$ cat config.mk
export PLATFORM = sky130hd
export DESIGN_NAME = avr_cordic_cell
export DESIGN_NICKNAME = d
export VERILOG_FILES = /design/src/rtl/core/avr_pkg.sv /design/src/rtl/core/avr_cordic_cell.sv
export SDC_FILE = /design/constraint.sdc
export NUM_CORES = 1
export LEC_CHECK = 0
export CORE_ASPECT_RATIO = 1.1
export CORE_MARGIN = 10
export CORE_UTILIZATION = 40
export CTS_BUF_LIST = sky130_fd_sc_hd__clkbuf_2 sky130_fd_sc_hd__clkbuf_4 sky130_fd_sc_hd__clkbuf_8
export CTS_CLUSTER_DIAMETER = 120
export DETAILED_ROUTE_END_ITERATION = 7
export DONT_BUFFER_PORTS = 1
export PLACE_DENSITY = 0.55
export SETUP_SLACK_MARGIN = 0.1
export SYNTH_ARGS = -nofsm -noshare
export SYNTH_HDL_FRONTEND = slang
export SYNTH_SLANG_ARGS = --single-unit
$ cat constraint.sdc
create_clock -name clk -period 8.75 [get_ports clk]
set_input_delay 1.3125 -clock clk [delete_from_list [all_inputs] [get_ports clk]]
set_output_delay 1.3125 -clock clk [all_outputs]
set_load 0.05 [all_outputs]
$ cat src/rtl/core/avr_pkg.sv
// Shared constants, types and the CORDIC arctangent table for the axis-angle rotator.
package avr_pkg;

  localparam int DATA_BITS   = 16;
  localparam int ANGLE_BITS  = 16;
  localparam int AXIS_BITS   = 16;
  localparam int CORDIC_ITERS = 20;
  localparam int CW          = 34;             // CORDIC datapath width
  localparam int IDX_BITS    = $clog2(CORDIC_ITERS);
  localparam logic signed [CW-1:0] CORDIC_GAIN = CW'(652032874);

  typedef logic signed [DATA_BITS-1:0]  data_t;
  typedef logic signed [AXIS_BITS-1:0]  axis_t;
  typedef logic        [ANGLE_BITS-1:0] angle_t;
  typedef logic signed [CW-1:0]         cw_t;

  // One word travelling through the row of CORDIC cells.
  typedef struct packed {
    logic  valid;
    logic  flip;
    cw_t   x;
    cw_t   y;
    cw_t   z;
    data_t vx;
    data_t vy;
    data_t vz;
    axis_t kx;
    axis_t ky;
    axis_t kz;
  } cell_t;

  // Arctangent of 2^-i in units where 2^32 is one turn.
  function automatic cw_t atan_turns(input logic [IDX_BITS-1:0] i);
    cw_t a;
    case (i)
      5'd0:    a = CW'(536870912);
      5'd1:    a = CW'(316933406);
      5'd2:    a = CW'(167458907);
      5'd3:    a = CW'(85004756);
      5'd4:    a = CW'(42667331);
      5'd5:    a = CW'(21354465);
      5'd6:    a = CW'(10679838);
      5'd7:    a = CW'(5340245);
      5'd8:    a = CW'(2670163);
      5'd9:    a = CW'(1335087);
      5'd10:   a = CW'(667544);
      5'd11:   a = CW'(333772);
      5'd12:   a = CW'(166886);
      5'd13:   a = CW'(83443);
      5'd14:   a = CW'(41721);
      5'd15:   a = CW'(20860);
      5'd16:   a = CW'(10430);
      5'd17:   a = CW'(5215);
      5'd18:   a = CW'(2608);
      5'd19:   a = CW'(1304);
      default: a = '0;
    endcase
    return a;
  endfunction

endpackage

$ cat src/rtl/core/avr_cordic_cell.sv
// One rotation-mode CORDIC iteration cell of the sine/cosine row.
module avr_cordic_cell (
  input  logic                         clk,
  input  logic                         rst_n,
  input  logic                         en,
  input  logic [avr_pkg::IDX_BITS-1:0] idx,
  input  avr_pkg::cell_t               d_in,
  output avr_pkg::cell_t               d_out
);
  avr_pkg::cell_t q_r, q_nxt;
  avr_pkg::cw_t   dx, dy, at;

  always_comb begin
    dx    = d_in.y >>> idx;
    dy    = d_in.x >>> idx;
    at    = avr_pkg::atan_turns(idx);
    q_nxt = d_in;
    if (!d_in.z[avr_pkg::CW-1]) begin
      q_nxt.x = d_in.x - dx;
      q_nxt.y = d_in.y + dy;
      q_nxt.z = d_in.z - at;
    end else begin
      q_nxt.x = d_in.x + dx;
      q_nxt.y = d_in.y - dy;
      q_nxt.z = d_in.z + at;
    end
  end

  always_ff @(posedge clk) begin
    if (!rst_n) begin
      q_r.valid <= 1'b0;
    end else if (en) begin
      q_r <= q_nxt;
    end
  end

  assign d_out = q_r;
endmodule

# [After elaboration in Yosys (flattened, before gate mapping)]
# Memories as Yosys holds them, arrays and structs flattened.
# Cells that the tools add are included.
[word_totals] ff_bits=200 rom_bits=960 inputBits=208 output_inout_bits=200 memories=1
[memory_table] name="(no name shown)" depth=32 width=30 rd=1 rd_clocked_by_memory_dff=0 write_ports=0 line_no="avr_pkg.sv:35" rtl="case (i)"
[classes] add_sub_neg=6 shift=2 n_mux=1 reduce_logical=1
[op_table] operator="34-bit adder" count=3
[op_table] operator="102-bit 2-to-1 mux" count=1
[op_table] operator="34-bit subtractor" count=3
[op_table] operator="34-bit by 5-bit >>> shifter with 34-bit output" count=2
[op_table] operator="2-bit AND reduction" count=1

# [Logic depth before layout (Yosys ltp)]
# Gate-level depths: netlist of run 1.
[logic_depth] word_depth=3 mapped_depth=30

# [Worst setup path after synthesis of run 1]
# Ideal clock, no wire load.
[synth_path] path_kind="input-to-reg" start="input idx[1] in the netlist's numbering" end="register q_r, in the netlist d_out[128] (data pin)" setup_ps=259 arrival_ps=6578 required_time_ps=8491 setup_slack_ps=1913 cell_stages=27 path_buffers=5 cell_sequence="inv_1 -> buf_2 -> buf_2 -> clkbuf_1 -> ha_1 -> clkbuf_1 -> nor2_1 -> a211oi_1 -> nor2_1 -> ha_1 -> nand4_1 -> nor2_1 -> nor4b_1 -> or2_2 -> clkbuf_1 -> xor2_1 -> ha_1 -> and4_1 -> nand2_1 -> nor2_1 -> and2_1 -> a221o_1 -> o41ai_1 -> o31ai_1 -> a41oi_1 -> o21ai_0 -> xnor2_1"
[synth_rtl] element="start: declaration" line_no="avr_cordic_cell.sv:6" rtl="input logic [avr_pkg::IDX_BITS-1:0] idx,"
[synth_rtl] element="end signal: assignment" line_no="avr_cordic_cell.sv:33" rtl="q_r <= q_nxt;"
[synth_rtl] element="end: declaration" line_no="avr_cordic_cell.sv:10" rtl="avr_pkg::cell_t q_r, q_nxt;"

==> results of run 1 <==
[layout make-up]
type	instances	area [um2]
multi-input cells	1459	11600
clock inverters	15	218
flip-flops and latches	200	6000
clock buffers	17	234
repair buffers	25	213
inverters	46	173
fillers	4339	25700
well taps	581	727
[through the flow]
stage                     util (%)  cells
after floorplan                  -   1800
after global placement        41.7   2311
after detailed placement      41.7   2311
after CTS                     42.7   2343
after global routing          42.7   2343
final                         42.7   2343
[synth_stat cells, types with 19 or more instances]
cell | instances | area (um2)
sky130_fd_sc_hd__edfxtp_1 | 199 | 5980
sky130_fd_sc_hd__nand3_1 | 26 | 130
sky130_fd_sc_hd__mux2_2 | 34 | 383
sky130_fd_sc_hd__nand2_1 | 129 | 484
sky130_fd_sc_hd__mux2i_1 | 63 | 631
sky130_fd_sc_hd__mux4_2 | 75 | 1690
sky130_fd_sc_hd__xor2_1 | 64 | 561
sky130_fd_sc_hd__buf_1 | 19 | 71.3
sky130_fd_sc_hd__a21o_1 | 48 | 360
sky130_fd_sc_hd__xnor2_1 | 121 | 1060
sky130_fd_sc_hd__o21ai_0 | 75 | 375
sky130_fd_sc_hd__a31oi_1 | 32 | 200
sky130_fd_sc_hd__and3_1 | 23 | 144
sky130_fd_sc_hd__nor2_1 | 150 | 563
sky130_fd_sc_hd__nor3_1 | 22 | 110
sky130_fd_sc_hd__nand2b_1 | 22 | 138
sky130_fd_sc_hd__and2_1 | 26 | 163
sky130_fd_sc_hd__o22ai_1 | 20 | 125
sky130_fd_sc_hd__ha_1 | 108 | 1350
sky130_fd_sc_hd__buf_2 | 25 | 125
sky130_fd_sc_hd__nor2b_1 | 23 | 144
sky130_fd_sc_hd__a21oi_1 | 145 | 726
sky130_fd_sc_hd__clkbuf_1 | 38 | 143
sky130_fd_sc_hd__o21a_1 | 23 | 173
sky130_fd_sc_hd__inv_1 | 44 | 165
[where the power goes]
part	leakage, nW	internal, mW	switching (mW)
combinational	4.97	0.561	0.759
clock	0.221	0.234	0.430
sequential	1.88	1.24	0.445
total	7.06	2.04	1.63
[layer usage]
layer	vias to the layer above	routed length [um]
li1	6780	-
met1	7397	27600
met2	708	36200
met3	109	6010
met4	0	2750
met5	-	0
[critical path: cells and delay by family]
family                   cells  cell delay, ns
AO/OA/AOI/OAI               12            2.86
buffers and inverters        3            1.07
AND/OR/NAND/NOR              3            0.77
multiplexers                 1            0.59
adder cells (fa/ha/maj)      1            0.35
XOR/XNOR                     2            0.24
[logic make-up (layout without fill, tap and decap cells)]
logic type               count (synthesis)  in the layout  share of synthesized area [%]
AO/OA/AOI/OAI                          509            509                           18.7
XOR/XNOR                               185            185                           8.89
adder cells (fa/ha/maj)                111            111                           7.75
buffers and inverters                  141            103                           3.75
flip-flops                             200            200                           32.9
multiplexers                           174            174                           15.0
AND/OR/NAND/NOR                        480            480                           13.1
[layout by cell type (no fill, tap or decap), types with 25 or more instances in the layout]
cell / n
sky130_fd_sc_hd__a21oi_1: 145
sky130_fd_sc_hd__mux2_2: 34
sky130_fd_sc_hd__nor2_1: 149
sky130_fd_sc_hd__xnor2_1: 121
sky130_fd_sc_hd__nand3_1: 26
sky130_fd_sc_hd__and2_1: 25
sky130_fd_sc_hd__xor2_1: 64
sky130_fd_sc_hd__mux4_2: 75
sky130_fd_sc_hd__ha_1: 108
sky130_fd_sc_hd__mux2i_1: 63
sky130_fd_sc_hd__a21o_1: 48
sky130_fd_sc_hd__a31oi_1: 32
sky130_fd_sc_hd__inv_1: 44
sky130_fd_sc_hd__nand2_1: 129
sky130_fd_sc_hd__edfxtp_1: 199
sky130_fd_sc_hd__o21ai_0: 75
[worst min-delay path by stage]
stage,depth (start not counted),start,slack (ns),to
after floorplan,2,d_out[199],0.74,d_out[199]
after global routing,0,d_in[69],0.81,d_out[69]
after global placement,2,d_out[199],0.80,d_out[199]
final,2,d_out[199],0.82,d_out[199]
after CTS,0,d_in[88],0.82,d_out[88]
after detailed placement,2,d_out[199],0.80,d_out[199]
==> flow_summary.yaml, run 1 <==
grt:
  grt_first_pass_wirelength_um: 104000
  gr-max-usage-layer: "met2"
  grt_start_max_net_pins: 135
  grt_usage_pct: 25.5
  grt.met2_usage_pct: 44.6
  globalRoute.totalOverflow: 0
  antenna_found_initial: 3
  number_of_global_route_vias_before_repair: 14439
  grt.met1_usage_pct: 28.9
  grtUsageMet3_pct: 6.81
timing:
  final-hold-violation-count: 0
  finalSetupTns_ns: 0
  finalSetupViolCount: 0
  relSlewSlack_pct: 14.9
  fin_worst_skew_ns: 0
  period_needed_ns: 6.94
  timing.hold.ws_ns: 0.816
  post-route-period-util_pct: 79.3
  finalMaxSlewViolations: 0
  rsz0062_at_grt: "no"
  max_freq_ghz: 0.144
  postLayoutSetupSlackWorst_ns: 1.81
  tightest_slew_ns: 1.27
worst_setup_path:
  critPathLaunchType: "input port"
  reg2reg_slack_ns: 7.74
  cp.arrival_ns: 7.25
  worstPathCellList: "inv_1, buf_12, mux2i_1, o21ai_0, a221oi_1, and3_1, and3_4, and3_2, a21oi_1, xor2_1, ha_1, a21o_1, a221oi_1, o21ai_0, a22oi_1, o31ai_1, o41ai_1, buf_4, o211ai_1, a21o_1, a21oi_1, xnor2_1"
  crit_required_ns: 9.06
  worst_flop_to_flop_path_startpoint: "d_out[199]"
  worstSetupPathType: "in2reg"
  critPathMaxFanout: 86
  critical_path_sink: "d_out[196]"
  rr_worst_depth: 2
  crit_path_top_delay_cell: "sky130_fd_sc_hd__mux2i_1"
  critical_path.max_stage_delay_ns: 0.59
  worstSetupEndpointType: "flip-flop"
  rr_endpoint: "d_out[199]"
  timing.critical_path.from: "idx[1]"
synth:
  ys_types: 94
  yosysSeqAreaShare_pct: 32.9
  number_of_enable_type_register_cells_in_the_synthesized_netlist: 199
  yosys_register_bits: 200
  synthArstFlopShare_pct: 0
  mappedNetlistArea_um2: 18200
  post_synth_inst_count: 1800
  synth.net_count: 2119
  postSynthAreaPerCell_um2: 10.1
  synth_warnings: 0
  dominantRegCellSynth: "sky130_fd_sc_hd__edfxtp_1"
cts:
  clock_tree_from_tritoncts: "yes"
  cts_root_buf: "sky130_fd_sc_hd__clkbuf_8"
  cts_inserted_buffers: 17
  cts.clk_slew.worst_paths_ns: 0.13
  tritoncts_num_sinks: 200
  h-tree-depth: 4
  clock_path_buffers: 2
  hold_buffers: 0
  ctsResizeCount: 0
  clock_insertion_delay_worst_skew_ns: 0.54
  cts.repair_timing.setup_buffer_count: 0
drt:
  routedWlPerCell_um: 31.0
  route.detailed.vias_per_inst: 6.40
  detailedRoute.firstIterationViolations: 1431
  routed_wirelength_um: 72500
  drt_pass1_iterations: 5
  routed-via-count: 14994
  post-route-drc-count: 0
  ant_nets: 0
power:
  design_power_total_mw: 3.67
  power.leakage_nw: 7.06
  vdd.ir_drop.worst_mv: 0.102
  power.density_cell_area_nw_per_um2: 192
layout:
  final_nets: 2068
  antenna_diode_instance_count: 0
  drive_gt1_share_pct: 12.0
  stdcell_area_um2: 19100
  largest_register_ff_count: 200
  layout-area-overhead-vs-synth_pct: 4.92
outcome:
  status: "complete, no violations"
hold_path:
  type_of_the_worst_min_delay_path: "reg2reg"
place:
  total_cell_area_at_the_placement_stage_um2: 18700
  place_congestion: 0.986
  detailed_place_hpwl_um: 57500
  place.port_buffers: 0
  pre_cts_worst_setup_slack_ns: 1.42
floorplan:
  die-width_um: 224
  design.core.area_um2: 44800
  die_height_um: 244
  design.portCount: 408
  floorplan.initialDensity_pct: 40.7
  die-area_um2: 54500
  core.rowCount: 81
run:
  maxCapViolCount: 0
Power figures use the tool's default switching activity.
==> run 2: changes to the inputs <==
==> constraint.sdc (replaced) <==
create_clock -name clk -period 7.06 [get_ports clk]
set_input_delay 1.059 -clock clk [delete_from_list [all_inputs] [get_ports clk]]
set_output_delay 1.059 -clock clk [all_outputs]
set_load 0.05 [all_outputs]
==> run 2 against run 1 <==
First-iteration DRC count down 15%. Die area unchanged. Critical path depth down 2. Non-clock buffer count up 36. Combinational power up 26%. Global-route usage about the same. Core utilization up 0.68 points. Register-to-register slack worse by 1.7 ns. Setup slack worse by 1.1 ns. Via count down 0.27%. Clock skew unchanged. Final cell count up 1.6%. Critical path type unchanged. Critical endpoint is now d_out[160]. Largest cell class unchanged. Highest routed layer unchanged.
==> flow_summary.yaml, run 2 (same netlist as run 1, synthesis figures left out) <==
layout:
  mostFrequentLayoutCells: "sky130_fd_sc_hd__edfxtp_1, sky130_fd_sc_hd__nor2_1, sky130_fd_sc_hd__a21oi_1, sky130_fd_sc_hd__nand2_1, sky130_fd_sc_hd__xnor2_1"
  final_nets: 2104
  drive_gt1_share_pct: 13.7
  largest_register_ff_count: 200
  layout_commonest_cell: "sky130_fd_sc_hd__edfxtp_1"
  layout-area-overhead-vs-synth_pct: 6.60
  layout.filler_cells: 4316
cts:
  cts.repair_timing.setup_buffer_count: 0
  clock_tree_from_tritoncts: "yes"
  clock_insertion_delay_worst_skew_ns: 0.53
  cts.clk_slew.worst_paths_ns: 0.12
  cts_root_buf: "sky130_fd_sc_hd__clkbuf_8"
  tritoncts_num_sinks: 200
  ctsResizeCount: 0
  cts_inserted_buffers: 17
  hold_buffers: 0
  h-tree-depth: 4
  clock_path_buffers: 2
grt:
  grtUsageMet3_pct: 7.08
  number_of_global_route_vias_before_repair: 14856
  grt_start_max_net_pins: 141
  antenna_found_initial: 3
  globalRoute.totalOverflow: 0
  grt.met1_usage_pct: 28.9
  grt_first_pass_wirelength_um: 104000
  grt.met2_usage_pct: 44.7
  grt_usage_pct: 25.4
  gr-max-usage-layer: "met2"
power:
  design_power_total_mw: 4.60
  vdd.ir_drop.worst_mv: 0.146
  power.leakage_nw: 7.26
  power.density_cell_area_nw_per_um2: 237
worst_setup_path:
  crit_required_ns: 7.33
  reg2reg_slack_ns: 6.04
  worst_flop_to_flop_path_startpoint: "d_out[199]"
  worstSetupEndpointType: "flip-flop"
  rr_endpoint: "d_out[199]"
  rr_worst_depth: 2
  critPathMaxFanout: 86
  timing.critical_path.from: "idx[1]"
  critPathLaunchType: "input port"
  cp.arrival_ns: 6.60
  worstSetupPathType: "in2reg"
hold_path:
  holdCritStartpoint: "d_in[31]"
  hold_end: "d_out[31]"
  type_of_the_worst_min_delay_path: "in2reg"
  whs_path_depth: 0
timing:
  period_needed_ns: 6.33
  tightest_slew_ns: 1.17
  max_freq_ghz: 0.158
  finalSetupTns_ns: 0
  post-route-period-util_pct: 89.7
  fin_worst_skew_ns: 0
  relSlewSlack_pct: 21.6
  timing.hold.ws_ns: 0.607
  finalSetupViolCount: 0
  final-hold-violation-count: 0
  finalMaxSlewViolations: 0
  rsz0062_at_grt: "no"
outcome:
  status: "complete, no violations"
floorplan:
  die-width_um: 224
  design.core.area_um2: 44800
  die-area_um2: 54500
  design.portCount: 408
  die_height_um: 244
  core.rowCount: 81
  floorplan.initialDensity_pct: 40.7
place:
  place_congestion: 0.975
  detailed_place_hpwl_um: 57000
  place.port_buffers: 0
drt:
  route.detailed.vias_per_inst: 6.28
  routed_wirelength_um: 72000
  detailedRoute.firstIterationViolations: 1214
  post-route-drc-count: 0
  routedWlPerCell_um: 30.2
  routed-via-count: 14953
  drt_pass1_iterations: 5
  ant_nets: 0
run:
  maxCapViolCount: 0
## run 2: layout make-up
class | count | area (um2) | share of cell area, %
Clock inverter | 15 | 236 | 1.22
Multi-Input combinational cell | 1459 | 11600 | 59.5
Clock buffer | 17 | 234 | 1.20
Timing Repair Buffer | 61 | 495 | 2.55
Tap cell | 581 | 727 | 3.74
Sequential cell | 200 | 6000 | 30.9
Inverter | 46 | 173 | 0.889
Antenna cell | 2 | 5.00 | 0.0258
## run 2: critical path, cell delays in order
cell,delay [ns]
sky130_fd_sc_hd__nor2_2,0.66
sky130_fd_sc_hd__a22oi_1,0.29
sky130_fd_sc_hd__and2_1,0.33
sky130_fd_sc_hd__a311oi_1,0.50
sky130_fd_sc_hd__buf_4,0.23
sky130_fd_sc_hd__nand2_1,0.09
sky130_fd_sc_hd__nor4_2,0.29
sky130_fd_sc_hd__buf_4,0.19
sky130_fd_sc_hd__a21oi_1,0.08
sky130_fd_sc_hd__xnor2_1,0.17
sky130_fd_sc_hd__ha_1,0.32
sky130_fd_sc_hd__and3_1,0.20
sky130_fd_sc_hd__a221oi_1,0.33
sky130_fd_sc_hd__inv_1,0.13
sky130_fd_sc_hd__a221oi_1,0.39
sky130_fd_sc_hd__a21oi_1,0.13
sky130_fd_sc_hd__o31ai_1,0.41
sky130_fd_sc_hd__a21oi_1,0.21
sky130_fd_sc_hd__o41ai_1,0.38
sky130_fd_sc_hd__xnor2_1,0.15
## run 2: how the worst max path moves through the flow
stage	to	slack [ns]
after floorplan	d_out[128]	0.48
after global placement	d_out[160]	0.31
after detailed placement	d_out[160]	0.34
after CTS	d_out[160]	0.91
after global routing	d_out[196]	0.46
final	d_out[160]	0.73
## run 2: power breakdown
| part | total (mW) | switching (mW) | internal (mW) | leakage, nW |
|---|---|---|---|---|
| registers | 2.09 | 0.552 | 1.54 | 1.88 |
| logic | 1.66 | 0.934 | 0.730 | 5.15 |
| clock network | 0.844 | 0.498 | 0.346 | 0.232 |
| total | 4.60 | 1.98 | 2.62 | 7.26 |
## run 2: routing by layer
metal / up-vias / share of wire [%] / wire [um]
met5: - / 0 / 0
met3: 107 / 7.9 / 5670
met4: 0 / 3.5 / 2500
met2: 692 / 50 / 36200
met1: 7285 / 38 / 27600
li1: 6869 / - / -
## run 2: metrics by stage
stage / utilization (%) / cells / setup WS (ns) / instance area (um2)
CTS: 43.3 / 2379 / 0.915 / 19400
global route: 43.4 / 2380 / 0.460 / 19400
finish: 43.4 / 2381 / 0.730 / 19400
detailed placement: 42.3 / 2347 / 0.344 / 18900
floorplan: - / 1800 / 0.476 / 18200
global placement: 42.3 / 2347 / 0.311 / 18900
